--- src/rtl/ptc_isqrt.sv ---
// ----------------------------------------------------------------------------
// ptc_isqrt: iterative floor square root
// Result bits are settled most significant first, restoring method; a start while busy restarts the root.
// ----------------------------------------------------------------------------
module ptc_isqrt #(
  parameter int W = 64
) (
  input  logic           clk,
  input  logic           rst,
  input  logic           start,
  input  logic [W-1:0]   value,
  output logic           done,
  output logic [W/2-1:0] root
);

  localparam int CW = $clog2(W/2 + 1);

  logic [W-1:0]   rem;
  logic [W-1:0]   res;
  logic [W-1:0]   bitv;
  logic [CW-1:0]  count;
  logic           busy;
  logic [W-1:0]   trial;

  assign trial = res + bitv;

  always_ff @(posedge clk) begin
    if (rst) begin
      busy <= 1'b0;
      done <= 1'b0;
    end else begin
      done <= 1'b0;
      if (start) begin
        busy  <= 1'b1;
        rem   <= value;
        res   <= '0;
        bitv  <= W'(1) << (W - 2);
        count <= '0;
      end else if (busy) begin
        if (rem >= trial) begin
          rem <= rem - trial;
          res <= (res >> 1) + bitv;
        end else begin
          res <= res >> 1;
        end
        bitv  <= bitv >> 2;
        count <= count + 1'b1;
        if (count == CW'(W/2 - 1)) begin
          busy <= 1'b0;
          done <= 1'b1;
        end
      end
    end
  end

  assign root = res[W/2-1:0];

endmodule

--- config.mk ---
export PLATFORM = sky130hd
export DESIGN_NAME = ptc_isqrt
export DESIGN_NICKNAME = d
export VERILOG_FILES = /design/src/rtl/ptc_isqrt.sv
export SDC_FILE = /design/constraint.sdc
export NUM_CORES = 1
export LEC_CHECK = 0
export BUFFER_PORTS_ARGS = -buffer_cell sky130_fd_sc_hd__buf_2
export CAP_MARGIN = 20
export CORE_MARGIN = 3
export CORE_UTILIZATION = 27
export CTS_BUF_LIST = sky130_fd_sc_hd__clkbuf_4
export DETAILED_ROUTE_END_ITERATION = 10
export HOLD_SLACK_MARGIN = 0.15
export PLACE_DENSITY_LB_ADDON = 0.08
export SLEW_MARGIN = 20
export SYNTH_ARGS = -nofsm -noshare
export SYNTH_HDL_FRONTEND = slang
export SYNTH_SLANG_ARGS = --single-unit
--- constraint.sdc ---
create_clock -name clk -period 22.8 [get_ports clk]
set_input_delay 1.14 -clock clk [delete_from_list [all_inputs] [get_ports clk]]
set_output_delay 1.14 -clock clk [all_outputs]
set_load 0.02 [all_outputs]
Yosys cells after proc, flatten, opt, wreduce, memory -nomap -nowiden:

Index checks and enable logic that the tools add are counted.
Widths: inputs -> output; s select.

* add/subtract/negate cells: 4
* bitwise gates (word level): 2
* eq/ne operators: 1
* mux-type cells: 11
* magnitude comparators: 1
* reductions and logical operators: 5

Operator list (number)
* $mux 64: 5
* $add 63x63->64: 1
* $add 64x63->64: 1
* $ge 64x64->1: 1
* $sub 64x64->64: 1
* $mux 63: 1
* $add 6x1->6 const B: 1
* $eq 6x5->1 const B: 1
* $mux 6: 1
* $mux 1: 4
* $reduce_bool 2->1: 2
* $reduce_and 3->1: 1
* $reduce_or 3->1: 1
* $not 1->1: 2
* $reduce_and 2->1: 1

* bits in registers: 168

Logic depth before layout (Yosys ltp):

* depth in word-level cells: 5
* mapped depth: 27

Worst setup path before layout:

Ideal clock, no wire load.

* path type: in2reg
* start point: in start
* end point: reg rem[0], enable pin
* required time: 22216 ps
* arrival time: 10935 ps
* buffers on the path: 2
* setup time: 584 ps
* cell stages on the path: 5
* path slack: 11281 ps
* cells stage by stage: clkbuf_1 -> clkbuf_1 -> nor2_1 -> nor2_1 -> a21boi_0

* longest elaborated chain between the ends: 2

Ends and longest elaborated chain
* from (decl): line 10 `input logic start,`
* $reduce_bool 2->1 (no source line)
* $reduce_and 3->1 (no source line) *
* to (signal assigned): line 35 `rem <= value;`
* to (signal assigned): line 41 `rem <= rem - trial;`
* to (decl): line 18 `logic [W-1:0] rem;`

Every way passes the cells marked *; elsewhere a longest branch is shown, timed or not.
A chain may end at the register's enable or synchronous reset.

Final worst setup path:

* start point: reg res[2]
* end point: reg rem[46], enable pin

* longest elaborated chain between the ends: 4

Ends and longest elaborated chain
* from (decl): line 19 `logic [W-1:0] res;`
* from (signal assigned): line 42 `res <= (res >> 1) + bitv;`
* from (signal assigned): line 44 `res <= res >> 1;`
* $add 64x63->64: line 25 `assign trial = res + bitv;`
* $ge 64x64->1: line 40 `if (rem >= trial) begin`
* $reduce_bool 2->1 (no source line)
* $reduce_and 3->1 (no source line)

No other way between the ends.

==> reports/results.ini <==
[yosys]
yosys_most_used_dff=edfxtp_1
ys_seq_area_share_pct=32.11
yosys-top-cells-area=edfxtp_1 32%, ha_1 10%, nand2_1 5.0%
ys_ff_latch=168
syn-num-nets=2014
synth_cell_types=84
synth_enable_flop_cells=166
async_flop_share_pct=0
synthCells=1815
synthesis.area_mm2=0.01565
yosysTopAreaCellShare_pct=31.85
yosysWarnings=0
synth_top_area_cell=edfxtp_1
syn_area_per_cell_um2=8.623

[detailed_routing]
wire_per_inst_um=19.46
via_count=13650
ant_nets=0
vias_per_cell=5.230
wl_um=50770
drt-initial-drc-count=1053
drc=0
drtPass1Iterations=5

[die]
num_io_pins=100
std_cell_rows=87
dieHeight_um=246.8
die_w_um=246.8
start_util_pct=27.54
core-area_mm2=0.05682
die-area_mm2=0.06089

[power_and_ir_drop]
ir_drop_mv=0.03676
power.density_mw_per_mm2=79.12
leakagePower_uw=0.006310
p_total_uw=1340

[placement]
port_buffers=99
gp_congestion=0.8347
dp.cells=2574
dp_hpwl_um=39130

[sta]
min_period_over_period_pct=32.67
final-max-slew-violation-count=0
hold_viol=0
relSlewSlack_pct=35.66
finalCriticalPeriod_ps=7448
setup-tns-final_ps=0
rsz0062_at_grt=false
clock.fmax_ghz=0.1343
worst_pin_slew_ps=965.1
skew_ps=33.63
setup_violations=0

[layout]
instances_no_fill=2609
drive_gt1_share_pct=9.838
fin_nets=2036
syn2layout_area_growth_pct=8.234

[clock_tree]
cts-buffers-inserted=17
cts_num_sinks=168
clk_latency_ps=790
cts_tree=yes
cts_resized=0
holdBufCountCts=0
htree_levels=4
cts_setup_buffers=0
clockBufferDepth=2
clk_pin_slew_worst_paths_ps=180
clockRootBuffer=clkbuf_4

[critical_path]
critPathLaunchType=register
critPathKind=reg2reg
cp-end-kind=register
worstPathArrival_ps=7850
required_ps=23200
crit_fanout=64

[global_route]
overflow=0
grt_pass1_vias=13170
grt.total_usage_pct=16.90
use_met3_pct=2.949
use_met2_pct=24.03
grt_max_degree=72
grt_pass1_wl_um=78780
grt_use_met1_pct=25.66
antenna_found_initial=3
busiest_layer=met1

[run]
maxCapViolCount=0

[worst_hold_path]
hold_path_class=reg2reg

[status]
status=finished clean

-- area by class of cell --
| cell class | instances | area (µm²) |
|---|---|---|
| multi-input combinational | 1518 | 10000 |
| timing repair buffer | 108 | 569.3 |
| tap | 756 | 945.9 |
| clock buffer | 17 | 127.6 |
| fill | 6142 | 39880 |
| sequential | 168 | 5025 |
| antenna | 3 | 7.507 |
| inverter | 24 | 90.09 |
| clock inverter | 15 | 173.9 |
-- cells by family after synthesis --
| kind of cell | Yosys count | synth area share, % |
|---|---|---|
| AND/OR/NAND/NOR | 634 | 19.58 |
| buffers and inverters | 129 | 4.181 |
| XOR/XNOR | 141 | 7.891 |
| adder cells (fa/ha/maj) | 132 | 10.60 |
| multiplexers | 6 | 0.3997 |
| AO/OA/AOI/OAI | 605 | 25.24 |
| flip-flops | 168 | 32.11 |
-- layer usage --
metal	vias up	wire length [µm]	part of all wire, %
met4	0	1082	2.1
met3	38	1758	3.5
li1	6842	-	-
met5	-	0	0
met2	244	20730	41
met1	6521	27200	54
-- registers in the layout, indices dropped and copies added, names as in the netlist --
signal,cells
bitv,32
busy,1
count,6
done,1
rem,64
res,64
-- worst max-delay path, stage by stage, from the launching register on --
cell and delay [ps]:
edfxtp_1 490, ha_1 370, a31o_2 230, a31oi_1 330, o21a_1 200, o21ai_0 220
and4_1 320, o21ai_1 230, a31oi_1 200, o21ai_0 400, nand2_1 200, xnor2_1 210
ha_1 420, nand4_1 240, nor2_1 240, inv_1 80, o221ai_2 200, o21ba_1 170
or4_1 770, and2_4 440, a21boi_4 220, buf_4 730
-- placed cells by master, fill, tap and decap left out, types with 6 or more instances in the layout --
cell      Yosys  layout
ha_1        131     131
o21a_1       11      11
and3_1       15      15
nand3_1      32      32
a21boi_0     12      11
inv_1        24      24
nor2b_1      56      56
nand4_1      39      39
nor3b_1       6       6
o211ai_1     10      10
o221a_2       6       6
nor4_1        6       6
a21oi_1     135     135
o21bai_1     34      34
nand2_1     208     207
nor2_1      146     145
or3_1        32      32
a31o_2       12      12
xor2_1       68      68
nor3_1       34      34
and4_1       10      10
edfxtp_1    166     166
nand2b_1     13      13
o31ai_1       8       8
xnor2_1      73      73
o21ai_0     143     143
o21ai_1       6       6
a21o_1       65      65
a31oi_1      60      60
clkbuf_4      0      17
and2_1       15      15
a211oi_1     35      35
buf_4        34       9
buf_2        16      98
-- report_power, final --
part	switching [µW]	leakage, µW	internal (µW)
Combinational	421	0.00452	267
Clock	135	0.000167	77.0
Sequential	43.4	0.00162	397
-- final timing paths --
check | start | to | slack, ps | cells past startpoint
worst max-delay path | res[2] | rem[46] | 15350 | 21
worst min register to register | busy | done | 490 | 1
worst max register to register | res[2] | rem[46] | 15350 | 21
worst min-delay path | busy | done | 490 | 1
-- through the flow --
stage / worst slack (ps) / hold WS (ps) / cell area (µm²) / utilization (%)
4_1_cts: 15320 / 414.6 / 16920 / 29.78
3_5_place_dp: 15390 / 471.8 / 16620 / 29.25
6_report: 15350 / 487.3 / 16940 / 29.81
2_1_floorplan: 11280 / 453.3 / 15650 / -
5_1_grt: 14800 / 454.6 / 16940 / 29.81
3_3_place_gp: 15540 / 467.6 / 16620 / 29.25
-- synthesized netlist by cell type (all sizes together) (6+ instances only) --
cell and count:
inv 24, nor3b 6, a211oi 35, nor3 35, nor2 146, ha 131
xor2 68, o211ai 10, and4 10, a31oi 61, or3 32, o21ai 150
o21a 11, nand4 39, a21boi 13, a21o 66, xnor2 73, and3 15
o21bai 34, nand2b 13, nand3 32, clkbuf 45, and2 17, a21oi 135
buf 60, o31ai 8, nor2b 56, nand2 208, nor4 6, a31o 12
o221a 6, edfxtp 166
Power figures use the tool's default switching activity.
