[src/rtl/ptc_serial_mac.sv]
// ----------------------------------------------------------------------------
// ptc_serial_mac: bit-serial signed multiply
// Shift-and-add multiply of two signed values, one multiplier bit per cycle.
// ----------------------------------------------------------------------------
module ptc_serial_mac #(
  parameter int AW = 16,
  parameter int BW = 16
) (
  input  logic                 clk,
  input  logic                 rst,
  input  logic                 start,
  input  logic signed [AW-1:0] a,
  input  logic signed [BW-1:0] b,
  output logic                 done,
  output logic signed [AW+BW-1:0] product
);

  localparam int CW = $clog2(BW + 1);

  logic [CW-1:0]           count;
  logic                    busy;
  logic signed [AW+BW-1:0] acc;
  logic signed [AW+BW-1:0] mcand;
  logic [BW-1:0]           mplier;

  always_ff @(posedge clk) begin
    if (rst) begin
      busy <= 1'b0;
      done <= 1'b0;
    end else begin
      done <= 1'b0;
      if (start) begin
        busy  <= 1'b1;
        count <= '0;
        acc   <= '0;
        mcand <= (AW+BW)'(a);
        mplier <= b;
      end else if (busy) begin
        // top bit of a signed multiplier carries negative weight
        if (mplier[0]) begin
          if (count == CW'(BW - 1)) acc <= acc - mcand;
          else acc <= acc + mcand;
        end
        mcand  <= mcand <<< 1;
        mplier <= mplier >> 1;
        count  <= count + 1'b1;
        if (count == CW'(BW - 1)) begin
          busy <= 1'b0;
          done <= 1'b1;
        end
      end
    end
  end

  assign product = acc;

endmodule

[config.mk]
export PLATFORM = sky130hd
export DESIGN_NAME = ptc_serial_mac
export DESIGN_NICKNAME = d
export VERILOG_FILES = /design/src/rtl/ptc_serial_mac.sv
export SDC_FILE = /design/constraint.sdc
export NUM_CORES = 1
export LEC_CHECK = 0
export ABC_AREA = 1
export BUFFER_PORTS_ARGS = -buffer_cell sky130_fd_sc_hd__buf_4
export CAP_MARGIN = 30
export CORE_ASPECT_RATIO = 0.8
export CORE_MARGIN = 2
export CORE_UTILIZATION = 45
export DETAILED_ROUTE_END_ITERATION = 16
export PLACE_DENSITY = 0.62
export SLEW_MARGIN = 5
export SYNTH_ARGS = -nofsm -noshare
export SYNTH_HDL_FRONTEND = slang
export SYNTH_SLANG_ARGS = --single-unit
[constraint.sdc]
create_clock -name clk -period 4.1 [get_ports clk]
set_input_delay 0.82 -clock clk [delete_from_list [all_inputs] [get_ports clk]]
set_output_delay 0.82 -clock clk [all_outputs]
set_load 0.02 [all_outputs]
==> Yosys cells after proc, flatten, opt, wreduce, memory -nomap -nowiden <==
Index checks and enable logic that the tools add are counted.
{ "word_totals": {"latch_bits": 0, "mem_bits_ro": 0, "ramBits": 0, "out_inout_bits": 33, "reg_bits": 87, "memories": 0, "wordCells": 29, "in_bits": 35} }
{ "classes": {"shift": 0, "n_mul": 0, "eq_ne": 1, "muxes": 12, "n_addsub": 3, "magnitude_cmp": 0, "div": 0, "reduce_logical": 5, "bitwise_logic": 2} }
{ "op_table": {"columns": ["cell", "count"], "rows": [
  ["$mux W32", 5],
  ["$add A32 B32 Y32", 1],
  ["$mux W16", 2],
  ["$sub A32 B32 Y32", 1],
  ["$add A5 B1 Y5 const B", 1],
  ["$eq A5 B4 Y1 const B", 1],
  ["$mux W5", 1],
  ["$mux W1", 4],
  ["$reduce_bool A2 Y1", 2],
  ["$reduce_and A3 Y1", 1],
  ["$reduce_or A3 Y1", 1],
  ["$not A1 Y1", 2],
  ["$reduce_and A2 Y1", 1]
]} }

==> Logic depth before layout (Yosys ltp) <==
Gate-level depths: netlist (run 1).
{ "logic_depth": {"ltp_word": 4, "ltp_mapped": 21, "mapped_depth_nobuf": 21} }

==> Worst setup path before layout (run 1) <==
OpenSTA, ideal clock, no wires.
{ "synth_path": {"kind": "input-to-reg", "startpoint": "input port start", "endpoint": "register acc[0], in the netlist product[0], enable pin", "path_slack_ns": 0.113, "stages": 4, "t_required_ns": 3.639, "n_path_buf": 2, "arrival_time_ns": 3.525, "setup_ns": 0.461, "cell_sequence": "buf_2 -> clkbuf_1 -> nor2_1 -> nor3_1"} }
{ "synth_via": {"elab_chain_cells": 2, "word_cells_on_any_way": 3, "cone_classes": "reduce/logical: 3"} }
{ "synth_rtl": {"columns": ["item", "line", "text"], "rows": [
  ["start, declared", "11", "input logic start,"],
  ["$reduce_bool A2 Y1 (no source line)", null, null],
  ["$reduce_and A3 Y1 (no source line) (*)", null, null],
  ["end signal, assigned", "41", "if (count == CW'(BW - 1)) acc <= acc - mcand;"],
  ["end signal, assigned", "42", "else acc <= acc + mcand;"],
  ["end, declared", "22", "logic signed [AW+BW-1:0] acc;"]
]} }
Every way passes the cells marked *; elsewhere a longest branch is shown, timed or not.
A chain may end at the register's enable or synchronous reset.

==> Final worst setup path (run 1) <==
{ "layout_path": {"startpoint": "register count[0]", "endpoint": "register acc[24], in the netlist product[24], data pin"} }
{ "layout_via": {"elab_chain_cells": 4} }
{ "layout_rtl": {"columns": ["item", "line", "text"], "rows": [
  ["start, declared", "20", "logic [CW-1:0] count;"],
  ["start signal, assigned", "46", "count <= count + 1'b1;"],
  ["$eq A5 B4 Y1", "41", null],
  ["$mux W32", "41", null],
  ["$mux W32", "40", "if (mplier[0]) begin"],
  ["$mux W32", "38", "end else if (busy) begin"]
]} }
No other way between the ends. The select of a mux whose other input is x is not followed.

==> run_results.csv, run 1 <==
group,metric,value,unit
status,status,"finished, final reports clean",
routing,viasPerCell,4.981,
place,placed_cells,1197,
worst_setup_path,crit_arrival,3.45,ns
worst_setup_path,worstPathCellList,"ha_1, nand2_1, nor2_1, ha_1, bufinv_8, nand2_2, o21ai_2, xor2_1, inv_1, ha_1, nand2_1, nand2_1, a21oi_1, inv_1, a21oi_1, nand3_1, nor2_1, nor2_1",
timing,hold_viol,0,
floorplan,core_area,14440,um2
logic_synthesis,synth_top_family_by_area,"simple AND/OR/NAND/NOR gates",
worst_setup_path,end_kind,"flop",
logic_synthesis,synth_compound_area_share,7.841,%
floorplan,die_w,140.6,um
finish,fill_cells,1470,
logic_synthesis,synth_mux_area_share,0,%
worst_setup_path,crit_buf_inv,3,
timing,setup_viol,0,
finish,fin_nets,1094,
place,gp_congestion,0.8931,
floorplan,fp.dieH,113.3,um
floorplan,die_area,15930,um2
timing,clock.fmax,299.4,MHz
timing,worst_slew_pin_slew,0.7339,ns
timing,drv_slew,0,
power,p_leak,3.921,nW
timing,skew,0.006577,ns
logic_synthesis,yosysWarnings,0,
clocking,cts_buffer_depth,2,
clocking,cts_root_buf,"clkbuf_16",
logic_synthesis,synth_simple_gate_area_share,33.43,%
timing,period_minus_slack,3.340,ns
worst_setup_path,worst_path_max_delay_cell,"edfxtp_1",
logic_synthesis,synth_fa_ha_area_share,6.631,%
worst_setup_path,startpoint_type,"flop",
grt,grt-ovfl-total,0,
logic_synthesis,netlist_top_cells_area,"edfxtp_1 38%, nand2_1 19%, inv_1 8.6%",
logic_synthesis,syn_area_per_cell,7.012,um2
routing,drtAntennaViolNets,0,
logic_synthesis,yosys.area.top_type_share,38.00,%
power,power_density,350.9,nW/um2
routing,drt_pass1_iterations,5,
finish,area.sequential,2592,um2
timing,finalSetupTns,0,ns
clocking,h-tree-depth,3,
timing,fin_ws,0.7595,ns
power,vdd_drop_max,0.2264,mV
timing,maxSlewHeadroom,51.02,%
logic_synthesis,synthXorXnorAreaFrac,3.520,%
finish,layout_commonest_cell,"nand2_1",
logic_synthesis,ys_ff_latch,87,
finish,drive_gt1_share,12.15,%
logic_synthesis,yosysTopAreaCell,"edfxtp_1",
timing,fin_crit_sh,81.48,%
clocking,numCtsBuffers,9,
timing,rsz0062_at_grt,"false",
logic_synthesis,synth_cell_type_count,39,
floorplan,initial_core_util,46.51,%
routing,vias,6042,
clocking,clock-sinks,87,
place,dp_slack,0.8251,ns
grt,grt_pass1_wl,27780,um
finish,antenna_cells,0,
clocking,cts_resized,0,
routing,drt_iter0_drc,435,
finish,area_growth,15.01,%
routing,wl_per_cell,14.32,um
logic_synthesis,syn_nets,1028,
worst_setup_path,max_stage_delay,0.42,ns
floorplan,rows,39,
clocking,clk_pin_slew_worst_paths,0.07,ns
grt,grt_pass1_vias,5460,
routing,drc,0,
worst_setup_path,cp_top_family,"simple AND/OR/NAND/NOR gates",
clocking,clk_latency,0.35,ns
worst_setup_path,path_class,"reg2reg",
worst_setup_path,path_max_fanout,25,
finish,most-common-layout-cells,"338 x nand2_1, 154 x inv_1, 106 x nor2_1",
run,cap_violations,0,
worst_setup_path,crit_required,4.21,ns
logic_synthesis,seq_area_frac_synth,38.59,%
clocking,post_cts_buffers,0,
place,io_buffers,67,
finish,multiInputGateArea,3467,um2
routing,routed_wl,17370,um
clocking,ctsHoldBuffers,0,
clocking,cts_tree,"yes",
logic_synthesis,syn_inst,958,
min_path,hold_class,"reg2reg",
grt,grt_util_all_layers,22.35,%
grt,grt_max_degree,72,
place,dpl.hpwl,13310,um
grt,antenna_found_initial,0,
floorplan,ios,68,
finish,finalNonFillerCells,1213,
logic_synthesis,netlist_area,6718,um2
-- worst min-delay path: stages, from the launching register on --
cell,delay [ns]
dfxtp_1,0.31
inv_1,0.05
nor4_1,0.04
-- kinds of logic (layout without fill, tap and decap cells) --
family	count (synthesis)	count (layout)
AND/OR/NAND/NOR	538	538
buffers and inverters	173	244
AO/OA/AOI/OAI	98	98
flip-flops	87	87
adder cells (fa/ha/maj)	35	35
XOR/XNOR	27	27
-- final cells by class --
type,instances,area share (%)
clock buffer,9,2.915
timing repair buffer,72,6.996
tap,184,2.980
clock inverter,7,0.9231
multi-input combinational,698,44.87
sequential,87,33.55
inverter,156,7.757
-- where the power goes --
| part | leakage (nW) | total (mW) | switching (mW) | internal [mW] |
|---|---|---|---|---|
| combinational | 2.94 | 0.756 | 0.496 | 0.260 |
| sequential | 0.835 | 1.11 | 0.0460 | 1.07 |
| clock | 0.141 | 0.842 | 0.369 | 0.473 |
| total | 3.92 | 2.71 | 0.911 | 1.80 |
-- flip-flops by register name, indices dropped and copies added, names as in the netlist --
register	cells
done	1
count	5
busy	1
product	32
mcand	32
mplier	16
-- synthesized netlist by cell type, drive strengths merged --
cell type and n:
a21boi 2, a21o 1, a21oi 38, a31oi 1
and2 1, and3 1, buf 7, bufinv 1
clkbuf 10, dfxtp 2, edfxtp 85, fa 1
ha 34, inv 155, nand2 348, nand3 41
nand3b 3, nand4 7, nor2 122, nor3 9
nor3b 3, nor4 2, o21a 3, o21ai 51
o21bai 2, or2 1, xnor2 1, xor2 26
-- through the flow --
stage / cell area, um2 / power, mW / util, % / hold slack (ns)
final: 7726 / 2.711 / 53.49 / 0.4432
after global routing: 7726 / 2.863 / 53.49 / 0.4566
after CTS: 7726 / 2.724 / 53.49 / 0.4449
after detailed placement: 7430 / 1.879 / 51.44 / 0.4396
after global placement: 7430 / 1.876 / 51.44 / 0.4342
after floorplan: 6718 / 1.657 / - / 0.4085
-- per-layer routing --
metal	global-route usage, %	share of wire [%]	vias to the layer above
met5	0	0	-
met4	4.933	0.79	0
met3	4.867	6.1	13
met2	33.89	43	158
met1	32.85	50	2717
li1	-	-	3154
-- path summary, 6_finish.rpt --
| path | from | to | cells past startpoint | slack [ns] |
|---|---|---|---|---|
| worst max-delay path | count[0] | product[24] | 18 | 0.76 |
| worst min-delay path | busy | done | 2 | 0.44 |
| worst max register to register | count[0] | product[24] | 18 | 0.76 |
| worst min register to register | busy | done | 2 | 0.44 |
(Power assumes the default switching activity.)
==> run 2: changes to the inputs <==
--- a/config.mk
+++ b/config.mk
@@ -5,14 +5,14 @@
 export SDC_FILE = /design/constraint.sdc
 export NUM_CORES = 1
 export LEC_CHECK = 0
-export ABC_AREA = 1
+export ABC_AREA = 0
 export BUFFER_PORTS_ARGS = -buffer_cell sky130_fd_sc_hd__buf_4
 export CAP_MARGIN = 30
 export CORE_ASPECT_RATIO = 0.8
 export CORE_MARGIN = 2
 export CORE_UTILIZATION = 45
 export DETAILED_ROUTE_END_ITERATION = 16
-export PLACE_DENSITY = 0.62
+export PLACE_DENSITY = 0.63
 export SLEW_MARGIN = 5
 export SYNTH_ARGS = -nofsm -noshare
 export SYNTH_HDL_FRONTEND = slang
==> constraint.sdc (replaced) <==
create_clock -name clk -period 2.9 [get_ports clk]
set_input_delay 0.58 -clock clk [delete_from_list [all_inputs] [get_ports clk]]
set_output_delay 0.58 -clock clk [all_outputs]
set_load 0.02 [all_outputs]
==> run 2 against run 1 <==
Net effect: the run now ends with setup timing left; clock power increased by 32%; critical path depth decreased by 2; sequential share of layout area decreased by 6.0 points; clock-buffer cell count increased by 1; critical path type unchanged; largest power group is now combinational cells.
==> run_results.csv, run 2 <==
group,metric,value,unit
routing,wl_per_cell,17.94,um
place,dp_slack,-0.7032,ns
logic_synthesis,yosys.area.top_type_share,43.80,%
grt,grt_util_all_layers,25.24,%
place,postPlaceCellArea,7735,um2
timing,setup_viol,25,
grt,grt-ovfl-total,0,
clocking,h-tree-depth,3,
routing,route.met3.wl,1251,um
worst_setup_path,crit_required,3.00,ns
place,gp_congestion,0.8669,
finish,fill_cells,822,
routing,wl_met2,8071,um
finish,drive_gt1_share,56.47,%
grt,grt_pass1_wl,27570,um
timing,drv_slew,0,
logic_synthesis,synth_edf_count,85,
logic_synthesis,syn_nets,646,
timing,fin_ws,-0.7318,ns
finish,area_growth,61.70,%
logic_synthesis,synth.most_common_cell,"edfxtp_1",
status,status,"complete, but fails checks",
timing,finalSetupTns,-10.88,ns
clocking,numCtsBuffers,9,
timing,hold_viol,0,
logic_synthesis,ys_ff_latch,87,
clocking,ctsHoldBuffers,0,
timing,period_minus_slack,3.632,ns
worst_setup_path,crit_arrival,3.73,ns
logic_synthesis,yosysTopAreaCell,"edfxtp_1",
worst_setup_path,reg2reg_from,"mcand[4]",
routing,drt_iter0_drc,418,
finish,most-common-layout-cells,"229 x buf_4, 85 x edfxtp_1, 45 x nor2_1",
run,cap_violations,0,
worst_setup_path,path_max_fanout,5,
clocking,clk_pin_slew_worst_paths,0.07,ns
floorplan,die_w,131.2,um
grt,grt_pass1_vias,5411,
routing,routed.top_layer,"met4",
min_path,holdPathEnd,"busy",
finish,finalNonFillerCells,1002,
worst_setup_path,path_class,"reg2reg",
finish,layout_commonest_cell,"buf_4",
power,vdd_drop_max,0.4386,mV
min_path,hold_class,"in2reg",
floorplan,rows,37,
logic_synthesis,synth_cell_type_count,62,
worst_setup_path,r2r_end,"product[29]",
timing,fin_crit_sh,125.2,%
timing,maxSlewHeadroom,62.56,%
power,power_density,510.6,nW/um2
min_path,min_from,"rst",
place,dpl.hpwl,11850,um
min_path,whs_path_depth,2,
floorplan,core_area,12730,um2
worst_setup_path,end_kind,"flop",
timing,skew,0.009398,ns
logic_synthesis,synth_common_cells,"85 x edfxtp_1, 63 x nor2_1, 47 x a21oi_1, 42 x xnor2_1, 37 x o21ai_0",
logic_synthesis,ys.flop_type,"edfxtp_1",
worst_setup_path,rrSetupSlack,-0.73,ns
floorplan,initial_core_util,45.78,%
routing,routed_wl,17980,um
status,violations,"setup timing",
finish,postLayoutCellArea,9424,um2
place,io_buffers,67,
worst_setup_path,r2r_cells,16,
clocking,clock-sinks,87,
timing,rsz0062_at_grt,"true",
logic_synthesis,async_flop_share,0,%
clocking,cts_tree,"yes",
finish,fin_nets,892,
logic_synthesis,syn_inst,576,
routing,wirelength_met1,8331,um
timing,worst_slew_pin_slew,0.5616,ns
logic_synthesis,netlist_area,5828,um2
worst_setup_path,crit_path_start,"mcand[4]",
grt,antenna_found_initial,0,
logic_synthesis,syn_area_per_cell,10.12,um2
worst_setup_path,startpoint_type,"flop",
grt,grt_max_degree,53,
routing,viasPerCell,5.475,
logic_synthesis,yosysWarnings,0,
floorplan,die_area,13880,um2
clocking,cts_buffer_depth,2,
routing,drt_pass1_iterations,5,
clocking,cts_root_buf,"clkbuf_16",
floorplan,ios,68,
routing,drc,0,
logic_synthesis,seq_area_frac_synth,44.48,%
finish,antenna_cells,0,
logic_synthesis,netlist_top_cells_area,"edfxtp_1 44%, ha_1 7.3%, xnor2_1 6.3%",
power,p_leak,3.858,nW
floorplan,fp.dieH,105.8,um
finish,fin_util,74.02,%
place,placed_cells,938,
clocking,clk_latency,0.36,ns
timing,clock.fmax,275.3,MHz
routing,vias,5486,
routing,drtAntennaViolNets,0,
-- run 2: cell types whose count changed after synthesis, moves of 26 or more --
cell | previous run | this run
nand2_1 | 338 | 31
inv_1 | 154 | 33
nor2_1 | 107 | 63
nand3_1 | 37 | 11
mux2_2 | 0 | 27
xnor2_1 | 1 | 42
-- run 2: worst max-delay path: stages (launching register included) --
cell and delay [ns]:
edfxtp_1 0.43, nor4_4 0.33, buf_4 0.16, nor3b_4 0.21
buf_4 0.14, and3_4 0.23, a41oi_4 0.15, xnor2_4 0.20
ha_4 0.30, buf_6 0.10, nand2_4 0.05, o21ai_4 0.16
a21oi_2 0.08, o211ai_1 0.43, nor3_1 0.11, a21oi_1 0.18
o311ai_1 0.12
-- run 2: worst max path at each step --
stage	cells past startpoint	slack (ns)	to
after floorplan	12	-0.46	product[28]
after global placement	12	-0.65	product[28]
after detailed placement	15	-0.70	product[29]
after CTS	16	-0.59	product[29]
after global routing	17	-0.86	product[29]
final	16	-0.73	product[29]
-- run 2: cell families after synthesis --
family	count (synthesis)	synth area share, %
buf+inv	59	3.821
xor+xnor	54	8.244
fa+ha+maj	35	7.643
mux	29	5.646
compound gates	149	16.34
simple gates	163	13.83
flops	87	44.48
-- run 2: routing by layer --
metal,up-vias,global-route usage (%)
met3,29,7.359
li1,2610,-
met5,-,0
met1,2658,35.90
met4,0,4.969
met2,189,38.57
-- run 2: repair_timing --
action                     in CTS  in global routing
cloned                          0                  0
buffers inserted               36                 17
setup endpoints to repair      25                 26
pin swaps                      99                 86
gates resized for setup       128                 78
-- run 2: layout make-up --
type	instances	area, um2	area share (%)
Inverter	33	126.4	1.341
Tap cell	175	219.0	2.323
Timing Repair Buffer	261	2088	22.16
Multi-Input combinational cell	430	4124	43.76
Clock buffer	10	229.0	2.430
Clock inverter	6	45.04	0.4780
Sequential cell	87	2592	27.51
-- run 2: power by group --
part	internal, mW	switching, mW
clock	0.587	0.518
sequential	1.53	0.0803
combinational	1.07	1.03
total	3.19	1.63
-- run 2: metrics by stage --
stage	hold WS, ns	total power [mW]
2_1_floorplan	0.4854	2.494
3_3_place_gp	0.5033	3.111
3_5_place_dp	0.5237	3.133
4_1_cts	0.4320	4.567
5_1_grt	0.4302	5.036
6_report	0.4393	4.812
