`config.mk`:
```
export PLATFORM = sky130hd
export DESIGN_NAME = ptc_divider
export DESIGN_NICKNAME = d
export VERILOG_FILES = /design/src/rtl/ptc_divider.sv
export SDC_FILE = /design/constraint.sdc
export NUM_CORES = 1
export LEC_CHECK = 0
export BUFFER_PORTS_ARGS = -buffer_cell sky130_fd_sc_hd__buf_4
export CELL_PAD_IN_SITES_DETAIL_PLACEMENT = 0
export CELL_PAD_IN_SITES_GLOBAL_PLACEMENT = 1
export CORE_ASPECT_RATIO = 1.4
export CORE_MARGIN = 5
export CORE_UTILIZATION = 40
export CTS_CLUSTER_DIAMETER = 40
export DETAILED_ROUTE_END_ITERATION = 6
export PLACE_DENSITY_LB_ADDON = 0.1
export SLEW_MARGIN = 25
export SYNTH_ARGS = -nofsm -noshare
export SYNTH_HDL_FRONTEND = slang
export SYNTH_SLANG_ARGS = --single-unit
```
`constraint.sdc`:
```
create_clock -name clk -period 7.4 [get_ports clk]
set_input_delay 0.37 -clock clk [delete_from_list [all_inputs] [get_ports clk]]
set_output_delay 0.37 -clock clk [all_outputs]
set_load 0.005 [all_outputs]
```
`src/rtl/ptc_divider.sv`:
```
// ----------------------------------------------------------------------------
// ptc_divider: restoring divider, one quotient bit per cycle
// Unsigned quotient of num by den, den nonzero.
// ----------------------------------------------------------------------------
module ptc_divider #(
  parameter int NW = 80,
  parameter int DW = 66
) (
  input  logic          clk,
  input  logic          rst,
  input  logic          start,
  input  logic [NW-1:0] num,
  input  logic [DW-1:0] den,
  output logic          done,
  output logic [NW-1:0] quo
);

  localparam int CW = $clog2(NW + 1);

  logic [DW:0]    rem;
  logic [NW-1:0]  q;
  logic [DW-1:0]  d;
  logic [CW-1:0]  count;
  logic           busy;
  logic [DW:0]    shifted;

  assign shifted = {rem[DW-1:0], q[NW-1]};

  always_ff @(posedge clk) begin
    if (rst) begin
      busy <= 1'b0;
      done <= 1'b0;
    end else begin
      done <= 1'b0;
      if (start) begin
        busy  <= 1'b1;
        rem   <= '0;
        q     <= num;
        d     <= den;
        count <= '0;
      end else if (busy) begin
        if (shifted >= {1'b0, d}) begin
          rem <= shifted - {1'b0, d};
          q   <= {q[NW-2:0], 1'b1};
        end else begin
          rem <= shifted;
          q   <= {q[NW-2:0], 1'b0};
        end
        count <= count + 1'b1;
        if (count == CW'(NW - 1)) begin
          busy <= 1'b0;
          done <= 1'b1;
        end
      end
    end
  end

  assign quo = q;

endmodule

```
== After elaboration in Yosys (flattened, before gate mapping) ==
Cells that the tools add are included.
Operators by class
  $add $sub $neg: 2
  magnitude comparators: 1
  equality and inequality tests: 1
  muxes and demuxes: 10
  bitwise operators: 2
  reduce and logical (&&, ||, !) cells: 4
Operators by type and width (count)
  two-way mux 80 bit: 2
  two-way mux 66 bit: 2
  >= comparator 67 x 66 -> 1 bit: 1
  subtractor 66 bit: 1
  adder 7 x 1 -> 7 bit, second input constant: 1
  equality test 7 bit, second input constant: 1
  two-way mux 7 bit: 1
  two-way mux 1 bit: 5
  AND reduction 2 bit: 2
  OR reduction 3 bit: 1
  inverter 1 bit: 2
  nonzero test 2 bit: 1
Word-level totals
  flip-flop bits (word level): 221
  input port bits: 149

== Logic depth before layout (Yosys ltp) ==
Gate-level depths: netlist (run 1).
  depth in word-level cells: 4
  mapped depth: 15

== Worst setup path after synthesis (run 1) ==
Ideal clock, no wire load.
  path kind: input port to flip-flop
  start: input port start
  end: register count[0] (enable)
  library setup time: 0.669 ns
  data arrival time: 7.373 ns
  path slack: -0.642 ns
  stages on the path: 4
  cells stage by stage: clkbuf_1 -> clkbuf_1 -> nor2_1 -> nor2_1
Between the ends
  word-level cells in the longest chain between the ends: 2
Ends and longest elaborated chain
  start: declaration: RTL line 11  | input logic start,
  nonzero test 2 bit (no line)
  AND reduction 2 bit (no line)
  end signal: assignment: RTL line 49  | count <= count + 1'b1;
  end: declaration: RTL line 23  | logic [CW-1:0] count;
Every way passes these cells.
A chain may end at the register's enable or synchronous reset.

== Worst setup path in the final report (run 1) ==
  start: register q[79] (netlist: quo[79])
  end: register rem[62], data pin
Between the ends
  word-level cells in the longest chain between the ends: 3
  elaborated cells between the ends (all ways): 4
  classes of those cells: add/sub: 1; order compare: 1; mux: 2
Ends and longest elaborated chain
  start: declaration: RTL line 21  | logic [NW-1:0] q;
  start signal: assignment: RTL line 38  | q <= num;
  start signal: assignment: RTL line 44  | q <= {q[NW-2:0], 1'b1};
  start signal: assignment: RTL line 47  | q <= {q[NW-2:0], 1'b0};
  subtractor 66 bit / >= comparator 67 x 66 -> 1 bit (equally long branches): RTL line 43, 42
  two-way mux 66 bit *: RTL line 42  | if (shifted >= {1'b0, d}) begin
  two-way mux 66 bit *: RTL line 41  | end else if (busy) begin
  end signal: assignment: RTL line 43  | rem <= shifted - {1'b0, d};
  end signal: assignment: RTL line 46  | rem <= shifted;
  end: declaration: RTL line 20  | logic [DW:0] rem;
Every way passes the cells marked *; elsewhere a longest branch is shown, timed or not. The select of a mux whose other input is x is not followed.

==> impl_metrics.tcl, run 1 <==
set metrics [dict create \
    clock_path_buffers 3 \
    period_share_pct 55.3 \
    slew_headroom_pct 31.0 \
    ys_warn_count 0 \
    layout_setup_ws_ns 3.31 \
    hold_viol_final 0 \
    viasPerCell 5.25 \
    drc_errors 0 \
    p_sw_share_pct 29.1 \
    power_frac_comb_pct 23.5 \
    grt_antenna_before_repair 1 \
    htreeDepth 2 \
    ys_ff_latch 221 \
    drive_gt1_share_pct 27.0 \
    r2r-end "rem[62]" \
    clk_latency_ns 0.53 \
    setup.worst_path.start_class "flop" \
    min_delay_path_depth 1 \
    syn-num-nets 1413 \
    required_ns 7.64 \
    crit_fanout 5 \
    netlist.top_cell.by_area "edfxtp_1" \
    clock-root-buffer "clkbuf_16" \
    die_area_um2 36300 \
    seqCellArea_um2 6620 \
    ctsResizeCount 0 \
    power_frac_seq_pct 36.4 \
    status "complete, no violations" \
    chipWidth_um 162 \
    fmax_ghz 0.244 \
    placed_cell_area_um2 15100 \
    initial_core_util_pct 40.3 \
    final_max_slew_viol_count 0 \
    leakage_uw 0.00686 \
    crit_buf_inv 2 \
    post_drt_wl_per_cell_um 19.1 \
    dp_slack_ns 3.31 \
    intPower_uw 3050 \
    n_fill_cell 3023 \
    seq_area_frac_synth_pct 50.8 \
    vias 9958 \
    endpoint "rem[62]" \
    rrSetupSlack_ns 3.31 \
    die_y_um 223 \
    cts.sinks 221 \
    crit_arrival_ns 4.33 \
    critPathKind "reg2reg" \
    worst-path-stages 14 \
    numCtsBuffers 36 \
    multi_input_area_um2 5780 \
    rr_startpoint "quo[79]" \
    grt_max_degree 126 \
    grt_pass1_wl_um 57900 \
    io_buffers 229 \
    peakVddDrop_mv 0.187 \
    synth-main-ff-cell "edfxtp_1" \
    synth_edf_count 219 \
    syn_area_um2 13000 \
    grt_pass1_vias 10900 \
    cp_cell_sequence "inv_1 > ha_1 > inv_1 > fa_1 > a21o_1 > a221oi_2 > a2bb2oi_1 > a211oi_1 > o31ai_1 > o31a_1 > a311oi_1 > o22ai_1 > xor2_1 > a211oi_1" \
    grt-ovfl-total 0 \
    io_pins 230 \
    dp_hpwl_um 26700 \
    crit_path_end_kind "flop" \
    routed_wirelength_um 36300 \
    core.rowCount 78 \
    min_period_ns 4.09 \
    final.setup.tns_ns 0 \
    initialDrtViolationCount 408 \
    synth_top_area_share_pct 50.5 \
    hold_path_class "in2reg" \
    postSynthCellCount 1196 \
    design_area_um2 16500 \
    postCtsSetupBuffers 0 \
    cts_tree "done" \
    clkSlewWorstSetupHoldPaths_ns 0.06 \
    slowest_delay_ns 0.57 \
    reg2reg_depth 14 \
    first_pass_iters 5 \
    ant_nets 0 \
    netSwitchingPower_uw 1250 \
    p_clk_share_pct 40.1 \
    power_density_nw_per_um2 260 \
    async_reset_ff_share_pct 0 \
    crit_path_start "quo[79]" \
    setup_viol 0 \
    hold_buffers 21 \
    fin_skew_ns 0.0237 \
    core_area_um2 32300 \
    rsz0062_at_grt "no" \
    grt_util_all_layers_pct 20.0 \
    slowest_stage "o31ai_1" \
    syn_area_per_cell_um2 10.9 \
    synthDistinctLibCells 76 \
    synthTopCellsByArea "edfxtp_1 51%, mux2_2 6.9%, ha_1 6.4%" \
    tightest_slew_ns 1.03 \
    critical-path-top-delay-family "compound AO/OA/AOI/OAI gates" \
    areaGrowthSynthToFinish_pct 27.2 \
    finalNetCount 1647 \
    globalplace.congestion 0.868 \
    drv_cap 0 \
]
[routing by layer]
metal / share of wire [%] / vias to the layer above / GRT usage, %
met1: 39 / 4718 / 22.2
met4: 2.9 / 0 / 6.93
met5: 0 / - / 0
li1: - / 4864 / -
met3: 7.9 / 69 / 6.76
met2: 51 / 307 / 35.5
[per-stage QoR]
step                      total power [uW]  hold WS, ns  instances  utilization [%]
after global routing                  4530      0.00609       1898             51.2
after CTS                             4350     0.000362       1897             51.2
after global placement                2590        0.490       1811             46.8
after floorplan                       2280        0.449       1196                -
after detailed placement              2600        0.483       1811             46.8
final                                 4300       0.0223       1898             51.2
[cell usage in the layout, fill, tap and decap left out, types with 4 or more instances in the layout]
| master | instances |
|---|---|
| nor2b_1 | 5 |
| inv_6 | 7 |
| nand2b_1 | 4 |
| clkbuf_16 | 37 |
| xnor2_1 | 38 |
| dlygate4sd3_1 | 21 |
| nand3_1 | 17 |
| or3_1 | 8 |
| a211oi_1 | 6 |
| o31ai_1 | 6 |
| clkinv_2 | 4 |
| and3_1 | 9 |
| and4_1 | 4 |
| a21boi_0 | 4 |
| bufinv_16 | 5 |
| inv_1 | 101 |
| clkbuf_1 | 4 |
| o22ai_1 | 5 |
| mux2_2 | 80 |
| a21oi_1 | 125 |
| a22o_1 | 8 |
| a31oi_1 | 6 |
| ha_1 | 67 |
| edfxtp_1 | 219 |
| a21o_1 | 22 |
| buf_4 | 235 |
| nor3_1 | 14 |
| nand2_1 | 60 |
| mux2i_1 | 21 |
| clkinvlp_4 | 4 |
| o21ai_0 | 41 |
| o21bai_1 | 19 |
| nor2_1 | 122 |
| nand4_1 | 22 |
| o211ai_1 | 7 |
| xor2_1 | 26 |
[cells by family after synthesis]
logic type,Yosys count,share of synthesized area (%)
AND/OR/NAND/NOR,288,10.3
adder cells (fa/ha/maj),68,6.60
multiplexers,101,8.54
XOR/XNOR,64,4.31
buffers and inverters,162,5.02
AO/OA/AOI/OAI,292,14.4
flip-flops,221,50.8
[sequential cells by signal, indices dropped and copies added, names as in the netlist]
signal  flops
rem        66
count       7
quo        80
done        1
d          66
busy        1
[cells in the mapped netlist, types with 8 or more instances]
library cell,number
edfxtp_1,219
o21bai_1,19
nor3_1,14
and3_1,9
a21o_1,22
nand4_1,22
ha_1,67
mux2i_1,21
o21ai_0,41
a22o_1,8
clkbuf_1,30
or3_1,8
nand3_1,17
mux2_2,80
inv_1,101
nand2_1,60
xnor2_1,38
xor2_1,26
a21oi_1,125
nor2_1,123
buf_2,20
[how the worst min path moves through the flow]
stage / start / end / slack [ns]
detailed placement: busy / done / 0.48
global route: den[54] / d[54] / 0.006
global placement: busy / done / 0.49
finish: den[54] / d[54] / 0.02
CTS: den[54] / d[54] / 0.0004
floorplan: rst / done / 0.45
[area by class of cell]
cell class,instances,share of cell area [%]
Tap cell,440,3.33
Multi-Input combinational cell,813,34.9
Clock inverter,24,1.73
Timing Repair Buffer,257,12.1
Inverter,101,2.29
Clock buffer,41,5.69
Sequential cell,221,40.0
Antenna cell,1,0.0151
[power groups by stage]
stage	logic [uW]	registers (uW)	clock network (uW)
after global routing	1130	1580	1820
after global placement	1010	1590	0
after floorplan	702	1580	0
final	1010	1570	1720
after detailed placement	1010	1590	0
after CTS	1020	1570	1770
Power figures use the tool's default switching activity.
==> run 2: changes to the inputs <==
CORE_UTILIZATION = 45   (was 40)
clock period = 4.2 ns   (was 7.4 ns; I/O delays follow)
==> impl_metrics.tcl, run 2 (synthesized netlist as in run 1, its figures left out) <==
set metrics [dict create \
    finalNetCount 1775 \
    die_y_um 211 \
    period_share_pct 93.3 \
    final_common_cell "buf_4" \
    htreeDepth 2 \
    seqCellArea_um2 6620 \
    min_period_ns 3.92 \
    core.rowCount 73 \
    drc_errors 0 \
    viasPerCell 5.36 \
    leakage_uw 0.00738 \
    setup_viol 0 \
    core_area_um2 28500 \
    grt_max_degree 106 \
    clock_path_buffers 3 \
    vias 10500 \
    crit_fanout 5 \
    cp_cell_sequence "inv_1 > ha_1 > inv_1 > fa_1 > a21o_1 > a221oi_2 > o31a_1 > o21ai_1 > a21oi_1 > o211ai_1 > a41o_1 > a21oi_1 > xnor2_1 > a22o_1" \
    fmax_ghz 0.255 \
    cts.sinks 221 \
    clock-root-buffer "clkbuf_16" \
    required_ns 4.47 \
    hold_path_class "in2reg" \
    crit_path_end_kind "flop" \
    slowest_stage "a221oi_2" \
    drive_gt1_share_pct 25.4 \
    post_drt_wl_per_cell_um 19.3 \
    fin_skew_ns 0.0136 \
    grt_antenna_before_repair 1 \
    clk_latency_ns 0.52 \
    grt_pass1_vias 11200 \
    io_pins 230 \
    chipWidth_um 154 \
    routed_wirelength_um 37800 \
    power_density_nw_per_um2 428 \
    initial_core_util_pct 45.7 \
    rsz0062_at_grt "no" \
    clkSlewWorstSetupHoldPaths_ns 0.06 \
    io_buffers 229 \
    areaGrowthSynthToFinish_pct 35.7 \
    slowest_delay_ns 0.45 \
    cts_tree "done" \
    largest_reg_flops 80 \
    n_fill_cell 2342 \
    postCtsSetupBuffers 0 \
    globalplace.congestion 0.860 \
    drv_cap 0 \
    holdWs_ns 0.0223 \
    ant_nets 0 \
    tightest_slew_ns 0.849 \
    peakVddDrop_mv 0.392 \
    critPathKind "reg2reg" \
    final.setup.tns_ns 0 \
    most-common-layout-cells "249 x buf_4, 219 x edfxtp_1, 135 x dlygate4sd3_1, 125 x a21oi_1, 122 x nor2_1" \
    final_max_slew_viol_count 0 \
    die_area_um2 32500 \
    hold_viol_final 0 \
    crit_arrival_ns 4.19 \
    grt-ovfl-total 0 \
    setup.worst_path.start_class "flop" \
    dp_hpwl_um 26700 \
    grt_pass1_wl_um 59500 \
    slew_headroom_pct 43.2 \
    first_pass_iters 5 \
    numCtsBuffers 35 \
    initialDrtViolationCount 495 \
    multi_input_area_um2 5780 \
    status "complete, no violations" \
    grt_util_all_layers_pct 22.8 \
]
[run 2: changes by cell type in the layout (fill, tap and decap cells not counted), moves of 2 or more]
cell           previous run  this run
dlygate4sd3_1            21       135
buf_4                   235       249
clkinv_2                  4         2
bufinv_16                 5         3
clkinv_1                  2         6
inv_8                     0         2
clkinvlp_4                4         2
inv_6                     7         4
[run 2: metal layers]
layer / routed length (um) / global-route usage [%]
met5: 0 / 0
met4: 1200 / 7.46
met3: 2700 / 6.46
met2: 19500 / 41.6
met1: 14400 / 25.6
[run 2: cell type report]
cell class	instances	share of cell area, %
Antenna cell	1	0.0142
Tap cell	375	2.66
Inverter	101	2.15
Clock inverter	23	1.35
Sequential cell	221	37.5
Timing Repair Buffer	386	18.5
Clock buffer	40	5.19
Multi-Input combinational cell	813	32.7
[run 2: power by group]
group | leakage (uW) | switching (uW) | internal, uW
clock | 0.000558 | 1110 | 1780
combinational | 0.00471 | 1050 | 861
sequential | 0.00211 | 91.6 | 2670
[run 2: worst max-delay path: cells and delay by family (launching register included)]
family / cells / cell delay, ns
buf+inv: 2 / 0.14
xor+xnor: 1 / 0.10
fa+ha+maj: 2 / 0.56
compound gates: 9 / 2.45
flops: 1 / 0.42
[run 2: per-stage QoR]
stage	area [um2]	utilization, %	setup slack [ns]	cells	total power, uW
3_5_place_dp	15200	53.2	0.305	1761	4590
5_1_grt	17700	62.0	0.0761	1960	7940
6_report	17700	62.0	0.279	1960	7550
3_3_place_gp	15200	53.2	0.341	1761	4580
4_1_cts	17700	62.0	0.262	1959	7610
2_1_floorplan	13000	-	0.629	1196	4020
[run 2: worst paths after layout]
kind	endpoint	cells past startpoint	slack, ns	start
hold reg to reg	done	1	0.49	busy
hold / removal	quo[32]	2	0.02	num[32]
setup / recovery	rem[56]	14	0.28	quo[79]
setup reg to reg	rem[56]	14	0.28	quo[79]
[run 2: what timing repair did]
action,in CTS,in global routing
setup endpoints to repair,0,1
hold buffers,135,0
hold endpoints to repair,135,0
resized for setup,0,1
==> run 3: changes to the inputs <==
BUFFER_PORTS_ARGS = -buffer_cell sky130_fd_sc_hd__buf_2   (was -buffer_cell sky130_fd_sc_hd__buf_4)
==> impl_metrics.tcl, run 3 (synthesized netlist as in run 1, its figures left out) <==
set metrics [dict create \
    status "complete, no violations" \
    crit_path_end_kind "flop" \
    drive_gt1_share_pct 25.5 \
    power_frac_seq_pct 36.2 \
    grt_util_all_layers_pct 22.6 \
    htreeDepth 2 \
    globalplace.congestion 0.874 \
    die_y_um 211 \
    min_period_ns 3.95 \
    drv_cap 0 \
    required_ns 4.48 \
    slowest_delay_ns 0.46 \
    p_sw_share_pct 29.9 \
    initialDrtViolationCount 465 \
    grt_pass1_wl_um 59000 \
    hold_path_class "in2reg" \
    cp_cell_sequence "inv_1 > ha_1 > inv_1 > fa_1 > a21o_1 > a221oi_2 > o31a_1 > o21ai_1 > a21oi_1 > o211ai_1 > a41o_1 > a21oi_1 > xnor2_1 > a22o_1" \
    most-common-layout-cells "228 x buf_2, 219 x edfxtp_1, 138 x dlygate4sd3_1, 125 x a21oi_1, 122 x nor2_1" \
    n_fill_cell 2408 \
    power_uw 7600 \
    leakage_uw 0.00720 \
    holdWs_ns 0.0301 \
    core.rowCount 73 \
    io_buffers 229 \
    cts.sinks 221 \
    ant_nets 0 \
    numCtsBuffers 35 \
    p_clk_share_pct 39.5 \
    routed_wirelength_um 37100 \
    fin_skew_ns 0.0183 \
    setup_viol 0 \
    slew_headroom_pct 38.6 \
    first_pass_iters 5 \
    post_drt_wl_per_cell_um 19.0 \
    areaGrowthSynthToFinish_pct 31.9 \
    critPathKind "reg2reg" \
    cts_tree "done" \
    largest_reg_flops 80 \
    final.setup.tns_ns 0 \
    power_density_nw_per_um2 443 \
    tightest_slew_ns 0.919 \
    netSwitchingPower_uw 2270 \
    final_max_slew_viol_count 0 \
    grt-ovfl-total 0 \
    clock_path_buffers 3 \
    hold_viol_final 0 \
    final_common_cell "buf_2" \
    io_pins 230 \
    setup.worst_path.start_class "flop" \
    dp_slack_ns 0.303 \
    grt_antenna_before_repair 0 \
    clock-root-buffer "clkbuf_16" \
    fmax_ghz 0.253 \
    crit_buf_inv 2 \
    initial_core_util_pct 45.7 \
    drc_errors 0 \
    clkSlewWorstSetupHoldPaths_ns 0.06 \
    dp_hpwl_um 26400 \
    period_share_pct 94.0 \
    finalNetCount 1773 \
    crit_arrival_ns 4.23 \
    grt_max_degree 68 \
    critical-path-top-delay-family "compound AO/OA/AOI/OAI gates" \
    crit_fanout 5 \
    power_frac_comb_pct 24.2 \
    die_area_um2 32500 \
    core_area_um2 28500 \
    clk_latency_ns 0.53 \
    postCtsSetupBuffers 0 \
    viasPerCell 5.32 \
    slowest_stage "a221oi_2" \
    layout_setup_ws_ns 0.251 \
    grt_pass1_vias 11200 \
    antennaDiodeCount 0 \
    vias 10400 \
    chipWidth_um 154 \
    peakVddDrop_mv 0.369 \
    intPower_uw 5330 \
    rsz0062_at_grt "no" \
]
## run 3: through the flow
| stage | area (um2) | cells | util, % |
|---|---|---|---|
| after floorplan | 13000 | 1196 | - |
| after global placement | 14600 | 1756 | 51.1 |
| after detailed placement | 14600 | 1756 | 51.1 |
| after CTS | 17200 | 1958 | 60.2 |
| after global routing | 17200 | 1958 | 60.2 |
| final | 17200 | 1958 | 60.2 |
## run 3: final cells by class
cell class                 instances  area [um2]  area share (%)
inverter                         101         379            2.21
clock inverter                    25         300            1.75
sequential                       221        6620            38.5
multi-input combinational        813        5780            33.7
timing repair buffer             384        2710            15.8
clock buffer                      39         912            5.31
tap                              375         469            2.73
## run 3: routing by layer
| metal | GRT usage, % | share of wire, % | up-vias |
|---|---|---|---|
| met4 | 7.92 | 3.2 | 0 |
| met3 | 5.80 | 6.4 | 73 |
| met1 | 25.4 | 39 | 4931 |
| met2 | 41.3 | 52 | 300 |
| met5 | 0 | 0 | - |
| li1 | - | - | 5114 |
## run 3: power by group through the flow
stage	clock [uW]	sequential, uW	combinational (uW)
global route	3160	2770	2050
detailed placement	0	2790	1740
floorplan	0	2780	1240
global placement	0	2790	1740
CTS	3070	2750	1850
finish	3000	2750	1840
## run 3: path summary, 6_finish.rpt
kind	startpoint	end	slack [ns]	cells after the start
max	quo[79]	rem[56]	0.25	14
min	num[79]	quo[79]	0.03	2
max reg2reg	quo[79]	rem[56]	0.25	14
min reg2reg	busy	done	0.52	1
## run 3: repair_timing
| action | 4_1_cts | 5_1_grt |
|---|---|---|
| setup endpoints to repair | 0 | 1 |
| endpoints found under the hold margin | 138 | 0 |
| gates resized for setup | 0 | 1 |
| hold buffers | 138 | 0 |
